**config.mk**
```make
export PLATFORM = sky130hd
export DESIGN_NAME = dtt_counters
export DESIGN_NICKNAME = d
export VERILOG_FILES = /design/src/sv/assert_macros.svh /design/src/sv/dtt_pkg.sv /design/src/sv/dtt_counters.sv
export SDC_FILE = /design/constraint.sdc
export NUM_CORES = 2
export LEC_CHECK = 0
export ABC_AREA = 0
export BUFFER_PORTS_ARGS = -buffer_cell sky130_fd_sc_hd__buf_2
export CORE_MARGIN = 3
export CORE_UTILIZATION = 58
export DETAILED_ROUTE_END_ITERATION = 6
export PLACE_DENSITY = 0.71
export RECOVER_POWER = 50
export SETUP_SLACK_MARGIN = 0.2
export SYNTH_ARGS = -nofsm -noshare
export SYNTH_HDL_FRONTEND = slang
export SYNTH_SLANG_ARGS = --single-unit
```
**constraint.sdc**
```tcl
create_clock -name i_clk -period 9.3 [get_ports i_clk]
set_input_delay 0.465 -clock i_clk [delete_from_list [all_inputs] [get_ports i_clk]]
set_output_delay 0.465 -clock i_clk [all_outputs]
set_load 0.03 [all_outputs]
```
**src/sv/assert_macros.svh**
```systemverilog
// Assertion macros shared by the deadline tracking table RTL.
// No dependencies; define NO_ASSERTIONS to compile the checks away.
`ifndef ASSERT_MACROS_SVH
`define ASSERT_MACROS_SVH
`ifndef NO_ASSERTIONS
`define DTT_ASSERT_IMPL(label, clk, rst_n, a, b) \
    label: assert property (@(posedge clk) disable iff (!rst_n) (a) |-> (b)) \
        else $error("assertion failed");
`define DTT_ASSERT_NEXT(label, clk, rst_n, a, b) \
    label: assert property (@(posedge clk) disable iff (!rst_n) (a) |=> (b)) \
        else $error("assertion failed");
`else
`define DTT_ASSERT_IMPL(label, clk, rst_n, a, b)
`define DTT_ASSERT_NEXT(label, clk, rst_n, a, b)
`endif
`endif

```
**src/sv/dtt_pkg.sv**
```systemverilog
// Shared types and constants of the deadline tracking table.
// No dependencies.
`default_nettype none
package dtt_pkg;
    localparam int TABLE_DEPTH_DEF     = 64;
    localparam int SUBSYSTEM_COUNT_DEF = 8;
    localparam int SOURCE_COUNT        = 5;

    typedef enum logic [2:0] {
        KIND_ANNOUNCE = 3'd0,
        KIND_SATISFY  = 3'd1,
        KIND_TICK     = 3'd2,
        KIND_QUERY    = 3'd3,
        KIND_RETIRE   = 3'd4,
        KIND_STATS    = 3'd5
    } t_kind;

    localparam logic [1:0] STATUS_OK      = 2'd0;
    localparam logic [1:0] STATUS_BAD_SRC = 2'd1;
    localparam logic [1:0] STATUS_FULL    = 2'd2;

    typedef struct packed {
        logic [2:0]  subsystem;
        logic [63:0] region;
        logic [31:0] due;
        logic [15:0] confidence;
        logic [2:0]  source;
        logic        satisfied;
        logic        missed;
    } t_entry;

    // Counter update requests from the sequencer.
    typedef struct packed {
        logic       inc_set;
        logic [2:0] set_src;
        logic       inc_met;
        logic [2:0] met_src;
        logic       inc_miss;
        logic [2:0] miss_src;
        logic [2:0] miss_sub;
    } t_cnt_cmd;
endpackage
`default_nettype wire

```
**src/sv/dtt_counters.sv**
```systemverilog
// Wrapping per-source and per-subsystem statistics counters.
// Depends on dtt_pkg for the command struct and source count.
`default_nettype none
module dtt_counters #(
    parameter int SUBSYSTEM_COUNT = dtt_pkg::SUBSYSTEM_COUNT_DEF
) (
    input  wire logic              i_clk,
    input  wire logic              i_rst_n,
    input  wire dtt_pkg::t_cnt_cmd i_cmd,
    input  wire logic [2:0]        i_stat_src,
    input  wire logic [2:0]        i_stat_sub,
    output logic [31:0]            o_set_count,
    output logic [31:0]            o_met_count,
    output logic [31:0]            o_missed_count,
    output logic [31:0]            o_subsystem_misses
);
    import dtt_pkg::*;

    localparam logic [2:0] SRC_LIMIT = 3'(SOURCE_COUNT);
    localparam logic [3:0] SUB_LIMIT = 4'(SUBSYSTEM_COUNT);

    logic [31:0] r_set  [SOURCE_COUNT];
    logic [31:0] r_met  [SOURCE_COUNT];
    logic [31:0] r_miss [SOURCE_COUNT];
    logic [31:0] r_sub  [8];

    // Increment on request, clear on reset.
    always_ff @(posedge i_clk) begin
        if (!i_rst_n) begin
            for (int k = 0; k < SOURCE_COUNT; k++) begin
                r_set[k]  <= '0;
                r_met[k]  <= '0;
                r_miss[k] <= '0;
            end
            for (int k = 0; k < 8; k++) begin
                r_sub[k] <= '0;
            end
        end else begin
            if (i_cmd.inc_set && i_cmd.set_src < SRC_LIMIT) begin
                r_set[i_cmd.set_src] <= r_set[i_cmd.set_src] + 32'd1;
            end
            if (i_cmd.inc_met && i_cmd.met_src < SRC_LIMIT) begin
                r_met[i_cmd.met_src] <= r_met[i_cmd.met_src] + 32'd1;
            end
            if (i_cmd.inc_miss) begin
                if (i_cmd.miss_src < SRC_LIMIT) begin
                    r_miss[i_cmd.miss_src] <= r_miss[i_cmd.miss_src] + 32'd1;
                end
                r_sub[i_cmd.miss_sub] <= r_sub[i_cmd.miss_sub] + 32'd1;
            end
        end
    end

    // Statistics read; invalid indexes read as zero.
    always_comb begin
        o_set_count        = '0;
        o_met_count        = '0;
        o_missed_count     = '0;
        o_subsystem_misses = '0;
        if (i_stat_src < SRC_LIMIT) begin
            o_set_count    = r_set[i_stat_src];
            o_met_count    = r_met[i_stat_src];
            o_missed_count = r_miss[i_stat_src];
        end
        if ({1'b0, i_stat_sub} < SUB_LIMIT) begin
            o_subsystem_misses = r_sub[i_stat_sub];
        end
    end
endmodule
`default_nettype wire

```
==> results.json <==
{
  "status": "finished with violations",
  "violations": "max-capacitance violations, max-slew violations",
  "grt_usage_pct": 29.4,
  "slew-limit-headroom_pct": -192,
  "fp.dieH_um": 303,
  "antenna_found_initial": 4,
  "syn_inst": 3853,
  "reg2reg_slack_ns": 5.36,
  "multiInputGateArea_um2": 20000,
  "drcViolationCount": 0,
  "max_cap_violations": 37,
  "dp_hpwl_um": 75600,
  "finalCriticalPeriod_ns": 6.70,
  "area_growth_pct": 11.3,
  "fmax_mhz": 149,
  "ioPinCount": 151,
  "postCtsHoldBufs": 0,
  "maxSlewViolCount": 1311,
  "cpPeakStageDelay_ns": 2.11,
  "reg2reg_from": "r_miss[0][0]",
  "rsz0062_at_grt": "false",
  "fin_tns_setup_ns": 0,
  "synth.area.top_cells": "edfxtp_1, mux4_2, mux2i_1",
  "criticalPathCategory": "primary input to flip-flop",
  "grt_max_degree": 83,
  "r2r_cells": 7,
  "ant_nets": 0,
  "yosysMostFrequentCell": "edfxtp_1",
  "yosysSeqAreaShare_pct": 60.0,
  "powerDensity_nw_per_um2": 196,
  "wl_per_cell_um": 25.1,
  "drt_first_pass_iters": 5,
  "fin_crit_sh_pct": 72.0,
  "fin_worst_skew_ns": 0.0128,
  "ir_worst_vdd_mv": 0.157,
  "core_area_um2": 87200,
  "cp-endpoint": "r_miss[3][17]",
  "critPathCaptureType": "flip-flop",
  "post_cts_buffers": 0,
  "cts_resized": 0,
  "yosys.cell_types.count": 82,
  "critPathMaxFanout": 51,
  "insertion_delay_ns": 0.67,
  "fp.dieArea_um2": 92000,
  "setup_violations": 0,
  "reg2reg_to": "r_miss[3][17]",
  "synth_edf_count": 1024,
  "synth_area_um2": 51300,
  "seqCellArea_um2": 30700,
  "startpoint": "i_cmd[5]",
  "power_leakage_nw": 21.3,
  "cts_buffer_depth": 3,
  "cts_sinks": 1024,
  "yosys-top-cells-count": "edfxtp_1, nor2_1, mux2i_1",
  "gp_congestion": 0.821,
  "cts-root-buf": "clkbuf_16",
  "worst_path_max_delay_cell": "clkbuf_1",
  "vias": 34100,
  "drtIter0Drc": 3733,
  "drive_above_1_share_pct": 15.1,
  "worst_slew_pin_slew_ns": 4.38,
  "cts_tree": "done",
  "arrival_ns": 7.00,
  "start_kind": "primary input",
  "finalHoldViolCount": 0,
  "overflow": 0,
  "path_cells": "clkbuf_1 > clkbuf_1 > nor2_1 > a22oi_1 > nand3b_1 > nor4_2 > nand3_1 > nor3_1 > nor3_1",
  "viasPerCell": 6.30,
  "min_from": "i_cmd[10]",
  "yosysWarnings": 0,
  "synth_top_cell_by_area": "edfxtp_1",
  "numCtsBuffers": 106,
  "worstPathRequired_ns": 9.61,
  "fin_worst_hold_slack_ns": 0.460,
  "synth.top_cell.area_share_pct": 60.0,
  "synth-seq-cells": 1024,
  "initial_core_util_pct": 58.8,
  "clkTransAtPathRegs_ns": 0.06,
  "h-tree-depth": 3,
  "dieWidth_um": 303,
  "rows": 108,
  "nNetsFinal": 4194,
  "grt_pass1_vias": 34300,
  "drt-total-wl_um": 136000,
  "grt_pass1_wl_um": 204000,
  "synthFlopType": "edfxtp_1",
  "fillers": 6611,
  "numPortBuffers": 150,
  "hold_class": "primary input to flip-flop",
  "syn_avg_cell_area_um2": 13.3,
  "post-route-util_pct": 65.5,
  "synth-async-reset-ratio_pct": 0
}
==> cell usage in the layout, fill, tap and decap left out, drive strengths merged, types with 79 or more instances in the layout <==
master  instances
mux2           79
clkbuf        187
conb          288
o22ai         115
nor3          160
mux4          239
mux2i         322
nor2          773
edfxtp       1024
nand2         137
buf           144
inv            92
a21oi         117
==> how the worst min path moves through the flow <==
| stage | slack, ns | depth (start not counted) | end |
|---|---|---|---|
| final | 0.46 | 4 | r_met[0][31] |
| after CTS | 0.42 | 4 | r_met[0][31] |
| after floorplan | 0.84 | 4 | r_met[5][28] |
| after detailed placement | 0.97 | 4 | r_set[5][1] |
| after global placement | 0.95 | 4 | r_met[5][28] |
| after global routing | 0.48 | 4 | r_met[0][31] |
==> critical path, delay by kind of cell <==
kind	cells	cell delay [ns]
AOI/OAI and AO/OA	1	0.46
buffers and inverters	2	2.92
and+or+nand+nor	6	3.12
==> flip-flops by register name (all words and copies together) (netlist names) <==
name	flops
r_met	256
r_miss	256
r_set	256
r_sub	256
==> per-stage QoR <==
| stage | power [mW] | area [um2] | instances | setup slack [ns] |
|---|---|---|---|---|
| after floorplan | 6.55 | 52400 | 4140 | 5.47 |
| after global placement | 6.92 | 53800 | 5213 | 4.17 |
| after detailed placement | 6.95 | 53800 | 5214 | 4.23 |
| after CTS | 11.2 | 57300 | 5407 | 4.63 |
| after global routing | 11.5 | 57100 | 5409 | 2.33 |
| final | 11.2 | 57100 | 5410 | 2.60 |
==> report_power, final <==
part / switching [mW] / internal, mW
sequential: 0.112 / 5.42
combinational: 0.897 / 0.451
clock: 1.79 / 2.51
==> per-layer routing <==
| layer | wire length [um] | global-route usage, % | part of all wire [%] |
|---|---|---|---|
| met5 | 20 | 0 | 0.015 |
| met4 | 3790 | 9.07 | 2.8 |
| met3 | 12200 | 5.01 | 9.0 |
| met2 | 66100 | 48.6 | 49 |
| met1 | 53600 | 40.5 | 40 |
==> final cells by class <==
| type | instances | area share, % |
|---|---|---|
| inverters | 89 | 0.585 |
| clock buffers | 122 | 4.79 |
| multi-input cells | 2737 | 35.0 |
| repair buffers | 209 | 1.93 |
| clock inverters | 71 | 1.29 |
| well taps | 1155 | 2.53 |
| diodes | 3 | 0.0132 |
| flip-flops and latches | 1024 | 53.9 |
==> kinds of logic after synthesis <==
logic type	after synthesis	synth area share [%]
multiplexers	640	18.5
other	1	0.00731
buffers and inverters	379	3.25
XOR/XNOR	90	1.54
AO/OA/AOI/OAI	383	4.82
AND/OR/NAND/NOR	1332	11.8
flip-flops	1024	60.0
adder cells (fa/ha/maj)	4	0.0976
(Power assumes the default switching activity.)
